<file path="config.mk">
export PLATFORM = sky130hd
export DESIGN_NAME = dfu_packet_checker_unit
export DESIGN_NICKNAME = d
export VERILOG_FILES = /design/src/dfu_pc_pkg.sv /design/src/dfu_pc_fifo.sv /design/src/dfu_pc_front.sv /design/src/dfu_pc_back.sv /design/src/dfu_packet_checker_unit.sv
export SDC_FILE = /design/constraint.sdc
export NUM_CORES = 1
export LEC_CHECK = 0
export ABC_AREA = 1
export BUFFER_PORTS_ARGS = -buffer_cell sky130_fd_sc_hd__clkbuf_2
export CORE_MARGIN = 10
export CORE_UTILIZATION = 55
export DETAILED_ROUTE_END_ITERATION = 8
export PLACE_DENSITY_LB_ADDON = 0.3
export SLEW_MARGIN = 30
export SYNTH_ARGS = -nofsm -noshare
export SYNTH_HDL_FRONTEND = slang
export SYNTH_SLANG_ARGS = --single-unit
export TNS_END_PERCENT = 20
</file>
<file path="constraint.sdc">
create_clock -name i_clk -period 10.4 [get_ports i_clk]
set_clock_uncertainty 0.05 [all_clocks]
set_input_delay 1.56 -clock i_clk [delete_from_list [all_inputs] [get_ports i_clk]]
set_output_delay 1.56 -clock i_clk [all_outputs]
set_load 0.02 [all_outputs]
</file>
<file path="src/dfu_pc_pkg.sv">
`default_nettype none

package dfu_pc_pkg;

    // Configuration register indexes.
    localparam int unsigned CFG_ADDR_W = 1;
    localparam logic [CFG_ADDR_W-1:0] CFG_TOTAL_LENGTH = 1'b0;
    localparam logic [CFG_ADDR_W-1:0] CFG_CRC_ENABLE   = 1'b1;

    // Header layout of a packet.
    localparam logic [7:0] HEADER_BYTES = 8'd4;
    localparam logic [7:0] SEQ_POS      = 8'd0;
    localparam logic [7:0] FLAG_POS     = 8'd1;
    localparam logic [7:0] LEN_POS      = 8'd2;
    localparam logic [7:0] FLAG_MASK    = 8'h07;

    // CRC-8 and sequence constants.
    localparam logic [7:0] CRC_POLY     = 8'h07;
    localparam logic [7:0] CRC_INIT     = 8'h00;
    localparam logic [7:0] SEQ_NONE     = 8'hFF;
    localparam logic [7:0] POS_MAX      = 8'hFF;

    typedef enum logic [2:0] {
        PT_IDLE      = 3'd0,
        PT_START     = 3'd1,
        PT_CONT      = 3'd2,
        PT_END       = 3'd3,
        PT_CONT_LAST = 3'd4
    } t_pkt_type;

    typedef enum logic [2:0] {
        ST_OK    = 3'd0,
        ST_SEQ   = 3'd1,
        ST_HDR   = 3'd2,
        ST_CRC   = 3'd3,
        ST_WRITE = 3'd4
    } t_status;

    // Request from the front part to the back part: a session start or a packet end.
    typedef struct packed {
        logic       is_start;
        logic [7:0] seq;
        logic [7:0] flag;
        logic [7:0] len;
        logic       crc_ok;
        logic       wfail;
    } t_evt;

    // One acknowledgement.
    typedef struct packed {
        t_status     status;
        logic [7:0]  seq;
        logic        active;
        logic        switch_ok;
        logic [31:0] left;
    } t_ack;

    typedef struct packed {
        logic      legal;
        t_pkt_type nxt;
    } t_trans;

    // One CRC-8 step over a whole byte, MSB first, no reflection.
    function automatic logic [7:0] crc8_byte(input logic [7:0] crc, input logic [7:0] b);
        logic [7:0] c;
        c = crc ^ b;
        for (int i = 0; i < 8; i++) begin
            c = c[7] ? ({c[6:0], 1'b0} ^ CRC_POLY) : {c[6:0], 1'b0};
        end
        return c;
    endfunction

    // Legal packet type transitions.
    function automatic t_trans next_type(input t_pkt_type cur, input logic [7:0] flag);
        t_trans t;
        t.legal = 1'b0;
        t.nxt   = PT_IDLE;
        priority if (cur == PT_IDLE &&
                     (flag == {5'd0, PT_START} || flag == {5'd0, PT_END})) begin
            t.legal = 1'b1;
        end else if (cur == PT_START &&
                     (flag == {5'd0, PT_CONT} || flag == {5'd0, PT_END})) begin
            t.legal = 1'b1;
        end else if (cur == PT_CONT &&
                     (flag == {5'd0, PT_CONT} || flag == {5'd0, PT_CONT_LAST})) begin
            t.legal = 1'b1;
        end else begin
            t.legal = 1'b0;
        end
        if (t.legal) begin
            t.nxt = t_pkt_type'(flag[2:0]);
        end
        return t;
    endfunction

endpackage

`default_nettype wire

</file>
<file path="src/dfu_pc_fifo.sv">
`default_nettype none

module dfu_pc_fifo #(
    parameter int unsigned WIDTH = 8,
    parameter int unsigned DEPTH = 4
) (
    input  wire logic             i_clk,
    input  wire logic             i_rst_n,
    input  wire logic             i_push,
    input  wire logic [WIDTH-1:0] i_data,
    output logic                  o_full,
    input  wire logic             i_pop,
    output logic [WIDTH-1:0]      o_data,
    output logic                  o_empty
);

    localparam int unsigned PTR_W = (DEPTH > 1) ? $clog2(DEPTH) : 1;
    localparam int unsigned CNT_W = $clog2(DEPTH + 1);

    logic [WIDTH-1:0] r_mem [DEPTH];
    logic [PTR_W-1:0] r_wr_ptr, n_wr_ptr;
    logic [PTR_W-1:0] r_rd_ptr, n_rd_ptr;
    logic [CNT_W-1:0] r_count, n_count;
    logic             w_do_push;
    logic             w_do_pop;

    assign o_full    = (r_count == CNT_W'(DEPTH));
    assign o_empty   = (r_count == '0);
    assign o_data    = r_mem[r_rd_ptr];
    assign w_do_push = i_push && !o_full;
    assign w_do_pop  = i_pop && !o_empty;

    // Pointer and fill count update.
    always_comb begin
        n_wr_ptr = r_wr_ptr;
        n_rd_ptr = r_rd_ptr;
        n_count  = r_count;
        if (w_do_push) begin
            n_wr_ptr = (r_wr_ptr == PTR_W'(DEPTH - 1)) ? '0 : r_wr_ptr + 1'b1;
        end
        if (w_do_pop) begin
            n_rd_ptr = (r_rd_ptr == PTR_W'(DEPTH - 1)) ? '0 : r_rd_ptr + 1'b1;
        end
        if (w_do_push && !w_do_pop) begin
            n_count = r_count + 1'b1;
        end else if (!w_do_push && w_do_pop) begin
            n_count = r_count - 1'b1;
        end
    end

    always_ff @(posedge i_clk) begin
        if (!i_rst_n) begin
            r_wr_ptr <= '0;
            r_rd_ptr <= '0;
            r_count  <= '0;
        end else begin
            r_wr_ptr <= n_wr_ptr;
            r_rd_ptr <= n_rd_ptr;
            r_count  <= n_count;
        end
    end

    // Entry storage.
    always_ff @(posedge i_clk) begin
        if (w_do_push) begin
            r_mem[r_wr_ptr] <= i_data;
        end
    end

    a_count_range: assert property (@(posedge i_clk) disable iff (!i_rst_n)
        r_count <= CNT_W'(DEPTH))
        else $error("queue fill count beyond depth");

    a_count_track: assert property (@(posedge i_clk) disable iff (!i_rst_n)
        (w_do_push && !w_do_pop) |=> (r_count == $past(r_count) + 1'b1))
        else $error("queue fill count did not follow a lone write");

endmodule

`default_nettype wire

</file>
<file path="src/dfu_pc_front.sv">
`default_nettype none

module dfu_pc_front
    import dfu_pc_pkg::*;
(
    input  wire logic       i_clk,
    input  wire logic       i_rst_n,
    input  wire logic       i_accept,
    input  wire logic       i_opcode,
    input  wire logic [7:0] i_packet_byte,
    input  wire logic       i_last_byte,
    input  wire logic       i_write_failed,
    output logic            o_evt_push,
    output t_evt            o_evt
);

    logic [7:0] r_crc, n_crc;
    logic [7:0] r_pos, n_pos;
    logic [7:0] r_hdr_seq, n_hdr_seq;
    logic [7:0] r_hdr_flag, n_hdr_flag;
    logic [7:0] r_hdr_len, n_hdr_len;
    logic [7:0] w_seq, w_flag, w_len;
    logic       w_in_hdr;

    // Header capture including the byte now arriving.
    always_comb begin
        w_in_hdr = (r_pos < HEADER_BYTES);
        w_seq    = (w_in_hdr && r_pos == SEQ_POS)  ? i_packet_byte : r_hdr_seq;
        w_flag   = (w_in_hdr && r_pos == FLAG_POS) ? i_packet_byte : r_hdr_flag;
        w_len    = (w_in_hdr && r_pos == LEN_POS)  ? i_packet_byte : r_hdr_len;
    end

    // Packet state: running CRC, byte position and header fields.
    always_comb begin
        n_crc      = r_crc;
        n_pos      = r_pos;
        n_hdr_seq  = r_hdr_seq;
        n_hdr_flag = r_hdr_flag;
        n_hdr_len  = r_hdr_len;
        o_evt_push = 1'b0;
        o_evt.is_start = !i_opcode;
        o_evt.seq      = w_seq;
        o_evt.flag     = w_flag;
        o_evt.len      = w_len;
        o_evt.crc_ok   = (r_crc == i_packet_byte);
        o_evt.wfail    = i_write_failed;
        if (i_accept) begin
            if (!i_opcode || i_last_byte) begin
                // Session start or packet end: hand over and clear the packet.
                o_evt_push = 1'b1;
                n_crc      = CRC_INIT;
                n_pos      = '0;
                n_hdr_seq  = '0;
                n_hdr_flag = '0;
                n_hdr_len  = '0;
            end else begin
                n_crc      = crc8_byte(r_crc, i_packet_byte);
                n_pos      = (r_pos == POS_MAX) ? r_pos : r_pos + 8'd1;
                n_hdr_seq  = w_seq;
                n_hdr_flag = w_flag;
                n_hdr_len  = w_len;
            end
        end
    end

    always_ff @(posedge i_clk) begin
        if (!i_rst_n) begin
            r_crc      <= CRC_INIT;
            r_pos      <= '0;
            r_hdr_seq  <= '0;
            r_hdr_flag <= '0;
            r_hdr_len  <= '0;
        end else begin
            r_crc      <= n_crc;
            r_pos      <= n_pos;
            r_hdr_seq  <= n_hdr_seq;
            r_hdr_flag <= n_hdr_flag;
            r_hdr_len  <= n_hdr_len;
        end
    end

endmodule

`default_nettype wire

</file>
<file path="src/dfu_pc_back.sv">
`default_nettype none

module dfu_pc_back
    import dfu_pc_pkg::*;
(
    input  wire logic                  i_clk,
    input  wire logic                  i_rst_n,
    input  wire logic                  i_cfg_we,
    input  wire logic [CFG_ADDR_W-1:0] i_cfg_addr,
    input  wire logic [31:0]           i_cfg_wdata,
    input  wire logic                  i_evt_valid,
    input  wire t_evt                  i_evt,
    output logic                       o_evt_pop,
    input  wire logic                  i_res_full,
    output logic                       o_res_push,
    output t_ack                       o_res
);

    logic [31:0] r_total_length;
    logic        r_crc_enable;

    logic        r_active, n_active;
    logic        r_switch_ok, n_switch_ok;
    logic [7:0]  r_last_seq, n_last_seq;
    t_pkt_type   r_ptype, n_ptype;
    logic [31:0] r_remaining, n_remaining;

    t_trans      w_trans;
    t_status     w_status;
    logic [7:0]  w_dlen;
    logic [31:0] w_rem_next;
    logic        w_done;

    // Configuration registers.
    always_ff @(posedge i_clk) begin
        if (!i_rst_n) begin
            r_total_length <= '0;
            r_crc_enable   <= 1'b0;
        end else if (i_cfg_we) begin
            unique case (i_cfg_addr)
                CFG_TOTAL_LENGTH: r_total_length <= i_cfg_wdata;
                CFG_CRC_ENABLE:   r_crc_enable   <= i_cfg_wdata[0];
            endcase
        end
    end

    // Packet checks in priority order.
    always_comb begin
        w_trans = next_type(r_ptype, i_evt.flag & FLAG_MASK);
        priority if (i_evt.seq != r_last_seq + 8'd1) begin
            w_status = ST_SEQ;
        end else if (!w_trans.legal) begin
            w_status = ST_HDR;
        end else if (r_crc_enable && i_evt.len == 8'd0) begin
            w_status = ST_HDR;
        end else if (r_crc_enable && !i_evt.crc_ok) begin
            w_status = ST_CRC;
        end else if (i_evt.wfail) begin
            w_status = ST_WRITE;
        end else begin
            w_status = ST_OK;
        end
        w_dlen     = r_crc_enable ? i_evt.len - 8'd1 : i_evt.len;
        w_rem_next = (r_remaining > {24'd0, w_dlen}) ? r_remaining - {24'd0, w_dlen} : '0;
        w_done     = (w_trans.nxt == PT_END) || (w_trans.nxt == PT_CONT_LAST) ||
                     (w_rem_next == '0);
    end

    // Session state update and acknowledgement.
    always_comb begin
        n_active    = r_active;
        n_switch_ok = r_switch_ok;
        n_last_seq  = r_last_seq;
        n_ptype     = r_ptype;
        n_remaining = r_remaining;
        o_evt_pop   = i_evt_valid && !i_res_full;
        o_res_push  = 1'b0;
        if (o_evt_pop) begin
            if (i_evt.is_start) begin
                n_active    = 1'b1;
                n_switch_ok = 1'b0;
                n_last_seq  = SEQ_NONE;
                n_ptype     = PT_IDLE;
                n_remaining = r_total_length;
            end else if (r_active) begin
                o_res_push = 1'b1;
                if (w_status != ST_OK) begin
                    n_active    = 1'b0;
                    n_switch_ok = 1'b0;
                    n_last_seq  = SEQ_NONE;
                    n_ptype     = PT_IDLE;
                end else begin
                    n_remaining = w_rem_next;
                    if (w_done) begin
                        n_active    = 1'b0;
                        n_switch_ok = 1'b1;
                        n_last_seq  = SEQ_NONE;
                        n_ptype     = PT_IDLE;
                    end else begin
                        n_last_seq  = i_evt.seq;
                        n_ptype     = w_trans.nxt;
                    end
                end
            end
        end
        o_res.status    = w_status;
        o_res.seq       = i_evt.seq;
        o_res.active    = n_active;
        o_res.switch_ok = n_switch_ok;
        o_res.left      = n_remaining;
    end

    always_ff @(posedge i_clk) begin
        if (!i_rst_n) begin
            r_active    <= 1'b0;
            r_switch_ok <= 1'b0;
            r_last_seq  <= SEQ_NONE;
            r_ptype     <= PT_IDLE;
            r_remaining <= '0;
        end else begin
            r_active    <= n_active;
            r_switch_ok <= n_switch_ok;
            r_last_seq  <= n_last_seq;
            r_ptype     <= n_ptype;
            r_remaining <= n_remaining;
        end
    end

    a_idle_state: assert property (@(posedge i_clk) disable iff (!i_rst_n)
        !r_active |-> (r_ptype == PT_IDLE && r_last_seq == SEQ_NONE))
        else $error("closed session left packet type or sequence behind");

    a_switch_closed: assert property (@(posedge i_clk) disable iff (!i_rst_n)
        r_switch_ok |-> !r_active)
        else $error("bank switch allowed while a session is open");

    a_error_closes: assert property (@(posedge i_clk) disable iff (!i_rst_n)
        (o_res_push && w_status != ST_OK) |=> (!r_active && !r_switch_ok))
        else $error("failed packet did not close the session");

endmodule

`default_nettype wire

</file>
<file path="src/dfu_packet_checker_unit.sv">
// Firmware update packet checker.
// Input queue: present opcode, packet_byte, last_byte and write_failed with
// push; a request is taken at a clock edge with push high and full low. A
// start opcode opens a session; packet bytes follow one per request, and in
// an open session the request with last_byte produces one acknowledgement.
// Result queue: while empty is low the oldest acknowledgement (status,
// sequence, session state, bank switch permission, bytes left) is on the
// o_ ports; pop with empty low takes it.
// Configuration: i_cfg_we writes i_cfg_wdata to total_length (index 0) or
// crc_enable (index 1) at that edge; write only while the block is idle.
// Throughput is one request per cycle while full is low. A front stage
// keeps the running CRC-8 and the header capture, a back stage holds the
// session state and checks each finished packet. An acknowledgement passes
// through the request queue and then the result queue to the result ports.
// When the result queue fills, the back stage stops and the request queue
// between the stages fills behind it; full then rises until pop frees space.
// Reset clears both queues, the session (closed) and the configuration.
`default_nettype none

module dfu_packet_checker_unit
    import dfu_pc_pkg::*;
#(
    parameter int unsigned QUEUE_DEPTH  = 4,
    parameter int unsigned RESULT_DEPTH = 4
) (
    input  wire logic                  i_clk,
    input  wire logic                  i_rst_n,
    input  wire logic                  i_cfg_we,
    input  wire logic [CFG_ADDR_W-1:0] i_cfg_addr,
    input  wire logic [31:0]           i_cfg_wdata,
    input  wire logic                  push,
    output logic                       full,
    input  wire logic                  i_opcode,
    input  wire logic [7:0]            i_packet_byte,
    input  wire logic                  i_last_byte,
    input  wire logic                  i_write_failed,
    output logic                       empty,
    input  wire logic                  pop,
    output logic [2:0]                 o_ack_status,
    output logic [7:0]                 o_ack_sequence,
    output logic                       o_session_active,
    output logic                       o_bank_switch_allowed,
    output logic [31:0]                o_bytes_left
);

    logic w_accept;
    logic w_evt_push;
    t_evt w_evt_in;
    t_evt w_evt_out;
    logic w_evt_empty;
    logic w_evt_pop;
    logic w_res_push;
    logic w_res_full;
    t_ack w_res_in;
    t_ack w_res_out;

    assign w_accept = push && !full;

    // Front stage: packet bytes, CRC and header capture.
    dfu_pc_front u_front (
        .i_clk          (i_clk),
        .i_rst_n        (i_rst_n),
        .i_accept       (w_accept),
        .i_opcode       (i_opcode),
        .i_packet_byte  (i_packet_byte),
        .i_last_byte    (i_last_byte),
        .i_write_failed (i_write_failed),
        .o_evt_push     (w_evt_push),
        .o_evt          (w_evt_in)
    );

    // Request queue between the stages.
    dfu_pc_fifo #(
        .WIDTH ($bits(t_evt)),
        .DEPTH (QUEUE_DEPTH)
    ) u_evt_q (
        .i_clk   (i_clk),
        .i_rst_n (i_rst_n),
        .i_push  (w_evt_push),
        .i_data  (w_evt_in),
        .o_full  (full),
        .i_pop   (w_evt_pop),
        .o_data  (w_evt_out),
        .o_empty (w_evt_empty)
    );

    // Back stage: session checks and acknowledgements.
    dfu_pc_back u_back (
        .i_clk       (i_clk),
        .i_rst_n     (i_rst_n),
        .i_cfg_we    (i_cfg_we),
        .i_cfg_addr  (i_cfg_addr),
        .i_cfg_wdata (i_cfg_wdata),
        .i_evt_valid (!w_evt_empty),
        .i_evt       (w_evt_out),
        .o_evt_pop   (w_evt_pop),
        .i_res_full  (w_res_full),
        .o_res_push  (w_res_push),
        .o_res       (w_res_in)
    );

    // Result queue toward the receiver.
    dfu_pc_fifo #(
        .WIDTH ($bits(t_ack)),
        .DEPTH (RESULT_DEPTH)
    ) u_res_q (
        .i_clk   (i_clk),
        .i_rst_n (i_rst_n),
        .i_push  (w_res_push),
        .i_data  (w_res_in),
        .o_full  (w_res_full),
        .i_pop   (pop),
        .o_data  (w_res_out),
        .o_empty (empty)
    );

    assign o_ack_status          = w_res_out.status;
    assign o_ack_sequence        = w_res_out.seq;
    assign o_session_active      = w_res_out.active;
    assign o_bank_switch_allowed = w_res_out.switch_ok;
    assign o_bytes_left          = w_res_out.left;

endmodule

`default_nettype wire

</file>
==> impl_metrics.ini, run 1 <==
[logic_synthesis]
yosys.area_share.xor_xnor_pct = 1.62
synth_top_area_share_pct = 42.5
syn-mean-instance-area_um2 = 8.67
synth_edf_count = 268
yosys-mux-area-fraction_pct = 0.668
dominantRegCellSynth = sky130_fd_sc_hd__edfxtp_1
ys_types = 48
yosysMostFrequentCell = sky130_fd_sc_hd__nand2_1
yosys-top-cells-area = sky130_fd_sc_hd__edfxtp_1 43%, sky130_fd_sc_hd__dfxtp_1 14%, sky130_fd_sc_hd__nand2_1 11%
synth_top_family_by_area = simple AND/OR/NAND/NOR gates
async_flop_share_pct = 0
synth_fa_ha_area_share_pct = 2.23
mappedNetlistNets = 2264
synth-simple-area-share_pct = 23.5
synthCells = 2183
synthesis.area_um2 = 18900
synth_compound_area_share_pct = 8.51
postSynthRegisterBits = 399
synth.largest_area_cell = sky130_fd_sc_hd__edfxtp_1
share_of_synthesized_area_occupied_by_flip_flops_and_latches_pct = 56.4
yosys-top-cells-count = 534 x sky130_fd_sc_hd__nand2_1, 317 x sky130_fd_sc_hd__nor2_1, 268 x sky130_fd_sc_hd__edfxtp_1
ys.warnings.count = 0

[placement]
io_buffers = 95
post_dp_cell_area_um2 = 19700
place.gp.congestion = 0.946
place.detailed.hpwl_um = 31500

[power_and_ir_drop]
relative_contribution_of_the_clock_network_to_total_power_pct = 22.7
power.net_switching_uw = 2680
p_seq_share_pct = 33.7
power.share.combinational_pct = 43.5
power.static_leakage_uw = 0.00902
powerDensity_nw_per_um2 = 299
intPower_uw = 3610
switching_share_pct = 42.6
peakVddDrop_v = 0.000164

[setup_path]
worst-setup-path-type = flip-flop to flip-flop
path_max_fanout = 33
arrival_ps = 6070
crit_path_end_kind = flip-flop
cp.required_ps = 10630
ff2ff_path_depth = 25
critPathLaunchType = flip-flop
reg2reg_to = u_res_q.r_mem[2][33]$_DFFE_PP_
ff_to_ff_setup_slack_ps = 4560

[die]
cell_row_count = 67
floorplan.die_area_um2 = 42200
starting_density_pct = 56.0
count_of_boundary_i_o_pins = 96
floorplan.die.width_um = 206
core-area_um2 = 33800
floorplan.die.height_um = 206

[clocking]
cts_setup_buffers = 0
cts_repair_resize_count = 0
clock_buffer_count_from_cts = 41
numClockSinks = 399
cts.root.buffer_cell = sky130_fd_sc_hd__clkbuf_16
clkTransAtPathRegs_ps = 60
clock_latency_reported_for_the_late_side_of_the_worst_skew_pair_ps = 540
cts_hold_buf = 0
htree_num_levels = 2
cts_tree = built
clockBufferDepth = 3

[timing]
report.final.slew_viol_count = 0
worst_slew_margin_relative_to_its_limit_pct = 39.4
setup_viol_count_final = 0
min_period_ps = 5840
layout_worst_path_cycle_share_pct = 56.2
finalSetupTns_ps = 0
achievable_clock_frequency_ghz = 0.171
worst_slew_pin_slew_ps = 908
rsz0062_at_grt = false
timing.final.hold_violations = 0

[global_route]
grt_pass1_vias = 13800
gr-total-overflow = 0
track_usage_pct = 21.7
initial_antenna_violation_count = 0
grt_pass1_wl_um = 73600
grt_max_degree = 78

[worst_hold_path]
hold_start = u_front.r_hdr_seq[3]$_SDFFE_PN0P_
min-delay-path-class = flip-flop to flip-flop
holdPathEnd = u_front.r_hdr_seq[3]$_SDFFE_PN0P_
hold-path-cell-count = 2

[cells_and_area]
insertedDiodeCount = 0
multi_input_area_um2 = 6970
postLayoutCellArea_um2 = 21000
syn_to_final_growth_pct = 11.2
ff_latch_area_um2 = 10700
nNetsFinal = 2323
final.fill_count = 2893
final_layout_size_suffix_gt1_share_pct = 9.72

[routing]
vias_per_cell = 5.48
remaining_drc_errors = 0
detail-route-antenna-nets = 0
drt-pass1-iter-count = 8
total_detailed_routing_wirelength_um = 47000
post_drt_wl_per_cell_um = 17.3
drt_first_iter_violations = 1259
detailroute.via_count = 14900

[flow_run]
drv_cap = 0

[status]
status = finished, final reports clean
==> cell type report <==
cell class | instances | area share [%]
Inverter | 234 | 4.17
Sequential cell | 399 | 50.7
Tap cell | 448 | 2.66
Clock inverter | 23 | 1.05
Multi-Input combinational cell | 1447 | 33.1
Timing Repair Buffer | 119 | 3.12
Clock buffer | 52 | 5.17
==> routing by layer <==
layer / vias to the layer above / part of all wire [%] / track usage, % / routed length [µm]
li1: 7351 / - / - / -
met1: 6974 / 47 / 31.9 / 22000
met2: 519 / 43 / 32.8 / 20400
met3: 67 / 8.2 / 4.18 / 3830
met4: 0 / 1.5 / 4.62 / 713
met5: - / 0 / 0 / 0
==> how the worst max path moves through the flow <==
stage                          from                        endpoint  slack, ps  cells after the start
after CTS                 flip-flop  u_res_q.r_mem[2][33]$_DFFE_PP_       4590                     25
after detailed placement  flip-flop  u_res_q.r_mem[2][33]$_DFFE_PP_       4640                     25
after global routing      flip-flop  u_res_q.r_mem[0][33]$_DFFE_PP_       4050                     25
after global placement    flip-flop  u_res_q.r_mem[0][33]$_DFFE_PP_       4420                     25
final                     flip-flop  u_res_q.r_mem[2][33]$_DFFE_PP_       4560                     25
after floorplan           flip-flop   u_res_q.r_mem[0][0]$_DFFE_PP_       6320                     13
==> per-stage QoR <==
| step | utilization (%) | worst slack [ps] | hold WS (ps) | cells | total power (µW) |
|---|---|---|---|---|---|
| 2_1_floorplan | - | 6320 | 393 | 2183 | 4020 |
| 3_3_place_gp | 58.4 | 4420 | 399 | 2647 | 4780 |
| 3_5_place_dp | 58.4 | 4640 | 407 | 2647 | 4850 |
| 4_1_cts | 62.3 | 4590 | 416 | 2722 | 6290 |
| 5_1_grt | 62.3 | 4050 | 429 | 2722 | 6730 |
| 6_report | 62.3 | 4560 | 414 | 2722 | 6290 |
==> critical path, stage by stage, from the launching register on <==
cell                      delay (ps)
sky130_fd_sc_hd__dfxtp_1         910
sky130_fd_sc_hd__inv_2           410
sky130_fd_sc_hd__a21oi_1         230
sky130_fd_sc_hd__a32o_1          220
sky130_fd_sc_hd__ha_1            200
sky130_fd_sc_hd__nand3_1         110
sky130_fd_sc_hd__nor2_1          220
sky130_fd_sc_hd__nand2_1          90
sky130_fd_sc_hd__xnor2_1         150
sky130_fd_sc_hd__ha_1            360
sky130_fd_sc_hd__nand2_1         130
sky130_fd_sc_hd__inv_1            60
sky130_fd_sc_hd__a21oi_1         260
sky130_fd_sc_hd__nand3_1         200
sky130_fd_sc_hd__nand2_1         120
sky130_fd_sc_hd__nand2_2         360
sky130_fd_sc_hd__nand3_1         280
sky130_fd_sc_hd__nand2_1          80
sky130_fd_sc_hd__nor2_1          140
sky130_fd_sc_hd__nand2_1         110
sky130_fd_sc_hd__nor2_1          170
sky130_fd_sc_hd__nand2_1         300
sky130_fd_sc_hd__nand3_1         170
sky130_fd_sc_hd__nand2_1          60
sky130_fd_sc_hd__nand2_1          90
sky130_fd_sc_hd__inv_1            70
==> logic make-up (layout without fill, tap and decap cells) <==
| group | after synthesis | in the layout |
|---|---|---|
| AND/OR/NAND/NOR | 1077 | 1077 |
| flip-flops | 399 | 399 |
| buffers and inverters | 337 | 428 |
| AO/OA/AOI/OAI | 292 | 292 |
| XOR/XNOR | 35 | 35 |
| adder cells (fa/ha/maj) | 32 | 32 |
| multiplexers | 11 | 11 |
==> power groups by stage <==
stage	Sequential, µW	Clock [µW]	Combinational [µW]
after floorplan	2120	0	1900
after CTS	2120	1460	2720
after detailed placement	2150	0	2700
final	2120	1430	2740
after global routing	2140	1520	3080
after global placement	2150	0	2640
==> flip-flops by register name, indices dropped and copies added (netlist names), 8 cells and up, named ones only <==
name,flops
u_back.r_last_seq,8
u_front.r_hdr_len,8
u_front.r_crc,8
u_evt_q.r_mem,88
u_back.r_remaining,32
u_front.r_pos,8
u_back.r_total_length,32
u_res_q.r_mem,180
u_front.r_hdr_seq,8
==> layout by cell type (no fill, tap or decap), types with 21 or more instances in the layout <==
cell type                   synthesis  layout
sky130_fd_sc_hd__dfxtp_1          131     130
sky130_fd_sc_hd__nor2_1           317     309
sky130_fd_sc_hd__ha_1              29      29
sky130_fd_sc_hd__edfxtp_1         268     268
sky130_fd_sc_hd__a21oi_1           64      64
sky130_fd_sc_hd__o21ai_0          155     155
sky130_fd_sc_hd__inv_1            225     223
sky130_fd_sc_hd__nand2_1          534     533
sky130_fd_sc_hd__nand4_1           61      61
sky130_fd_sc_hd__o22ai_1           45      45
sky130_fd_sc_hd__clkbuf_16          0      41
sky130_fd_sc_hd__clkbuf_2           0      95
sky130_fd_sc_hd__nand3_1          135     135
sky130_fd_sc_hd__xor2_1            21      21
sky130_fd_sc_hd__buf_4              5      24
No activity file was read; power rests on OpenSTA's default activity.
==> run 2, diff against run 1 <==
==> constraint.sdc (replaced) <==
create_clock -name i_clk -period 5.1 [get_ports i_clk]
set_clock_uncertainty 0.05 [all_clocks]
set_input_delay 0.765 -clock i_clk [delete_from_list [all_inputs] [get_ports i_clk]]
set_output_delay 0.765 -clock i_clk [all_outputs]
set_load 0.02 [all_outputs]
==> impl_metrics.ini, run 2 (synthesized netlist as in run 1, its figures left out) <==
[status]
status = finished, final reports clean

[routing]
remaining_drc_errors = 0
total_detailed_routing_wirelength_um = 48600
detail-route-antenna-nets = 0
drt-pass1-iter-count = 5
drt_first_iter_violations = 1241
post_drt_wl_per_cell_um = 17.8
vias_per_cell = 5.54
detailroute.via_count = 15100

[timing]
layout_worst_path_cycle_share_pct = 88.7
min_period_ps = 4520
achievable_clock_frequency_ghz = 0.221
worst_slew_margin_relative_to_its_limit_pct = 38.3
worst_slew_pin_slew_ps = 924
rsz0062_at_grt = false
timing.final.hold_violations = 0
setup_viol_count_final = 0
finalSetupTns_ps = 0
report.final.slew_viol_count = 0

[die]
cell_row_count = 67
floorplan.die_area_um2 = 42200
floorplan.die.height_um = 206
floorplan.die.width_um = 206
starting_density_pct = 56.0
count_of_boundary_i_o_pins = 96
core-area_um2 = 33800

[setup_path]
crit_path_end_kind = flip-flop
arrival_ps = 4750
ff_to_ff_setup_slack_ps = 580
cp.required_ps = 5330
path_max_fanout = 19
worst-setup-path-type = flip-flop to flip-flop
critPathLaunchType = flip-flop

[power_and_ir_drop]
total_power_uw = 13000
powerDensity_nw_per_um2 = 615
power.static_leakage_uw = 0.00908
peakVddDrop_v = 0.000333

[global_route]
initial_antenna_violation_count = 2
grt_pass1_wl_um = 77200
grt_pass1_vias = 14400
grt_max_degree = 91
track_usage_pct = 22.8
gr-total-overflow = 0

[worst_hold_path]
min-delay-path-class = primary input to flip-flop

[clocking]
clock_buffer_count_from_cts = 41
clock_latency_reported_for_the_late_side_of_the_worst_skew_pair_ps = 550
cts.root.buffer_cell = sky130_fd_sc_hd__clkbuf_16
cts_hold_buf = 0
cts_repair_resize_count = 0
cts_setup_buffers = 0
cts_tree = built
htree_num_levels = 2
clockBufferDepth = 3
numClockSinks = 399
clkTransAtPathRegs_ps = 70

[cells_and_area]
final.fill_count = 2915
registers.top_by_ff_count = u_res_q.r_mem
mostFrequentLayoutCell = sky130_fd_sc_hd__nand2_1
final_cell_count_no_fill = 2728
nNetsFinal = 2329
layout_top_registers = u_res_q.r_mem: 180 flops, u_evt_q.r_mem: 88 flops
final_layout_size_suffix_gt1_share_pct = 10.4
most_frequent_cells_in_the_layout = 533 x sky130_fd_sc_hd__nand2_1, 308 x sky130_fd_sc_hd__nor2_1, 268 x sky130_fd_sc_hd__edfxtp_1
largest_reg_flops = 180
ff_latch_area_um2 = 10700
syn_to_final_growth_pct = 11.9
insertedDiodeCount = 0
multi_input_area_um2 = 6970

[placement]
placed_cells_incl_taps = 2653
io_buffers = 95
place.detailed.hpwl_um = 33400
place.gp.congestion = 0.949

[flow_run]
drv_cap = 0
## run 2: critical path, cell delays in order, from the launching register on
cell and delay [ps]:
sky130_fd_sc_hd__dfxtp_1 360, sky130_fd_sc_hd__inv_2 150, sky130_fd_sc_hd__a21oi_1 180, sky130_fd_sc_hd__a32o_1 240
sky130_fd_sc_hd__ha_1 200, sky130_fd_sc_hd__nand3_1 120, sky130_fd_sc_hd__nor2_2 180, sky130_fd_sc_hd__nand2_1 80
sky130_fd_sc_hd__xnor2_1 140, sky130_fd_sc_hd__ha_1 360, sky130_fd_sc_hd__nand2_1 110, sky130_fd_sc_hd__nor2_1 160
sky130_fd_sc_hd__nand3_1 150, sky130_fd_sc_hd__nand3_1 200, sky130_fd_sc_hd__nand2_1 70, sky130_fd_sc_hd__nand2_1 80
sky130_fd_sc_hd__buf_4 260, sky130_fd_sc_hd__nand3_1 150, sky130_fd_sc_hd__nand2_1 100, sky130_fd_sc_hd__nor2_1 40
sky130_fd_sc_hd__nand2_1 100, sky130_fd_sc_hd__nor2_1 80, sky130_fd_sc_hd__nand2_2 230, sky130_fd_sc_hd__nand2_1 80
sky130_fd_sc_hd__o21ai_0 230, sky130_fd_sc_hd__inv_1 110
## run 2: area by class of cell
cell class / count / area share [%]
inverter: 234 / 4.16
sequential: 399 / 50.4
timing repair buffer: 125 / 3.33
multi-input combinational: 1447 / 32.9
tap: 448 / 2.65
clock buffer: 52 / 5.33
clock inverter: 23 / 1.26
## run 2: report_power, final
group	leakage, µW	total [µW]	switching, µW	internal, µW
logic	0.00490	5600	4070	1530
clock network	0.000667	3050	1260	1790
registers	0.00351	4370	237	4140
## run 2: stage by stage
step | setup slack (ps) | hold slack (ps) | utilization [%] | area (µm²)
floorplan | 1020 | 393 | - | 18900
global placement | 417 | 399 | 58.5 | 19800
detailed placement | 319 | 405 | 58.5 | 19800
CTS | 271 | 374 | 62.7 | 21200
global route | 51.9 | 387 | 62.7 | 21200
finish | 577 | 388 | 62.7 | 21200
## run 2: path summary, 6_finish.rpt
path / startpoint / end / depth (start not counted)
max: flip-flop / u_res_q.r_mem[2][32]$_DFFE_PP_ / 25
min: i_cfg_wdata[6] / u_back.r_total_length[6]$_SDFFE_PN0P_ / 3
max reg2reg: flip-flop / u_res_q.r_mem[2][32]$_DFFE_PP_ / 25
min reg2reg: u_front.r_hdr_len[7]$_SDFFE_PN0P_ / u_front.r_hdr_len[7]$_SDFFE_PN0P_ / 2
## run 2: routing by layer
layer / up-vias / track usage [%] / part of all wire [%]
met3: 66 / 4.15 / 8.0
met4: 4 / 5.57 / 1.7
met5: - / 0 / 0.051
met1: 7157 / 33.6 / 47
li1: 7371 / - / -
met2: 504 / 34.2 / 44
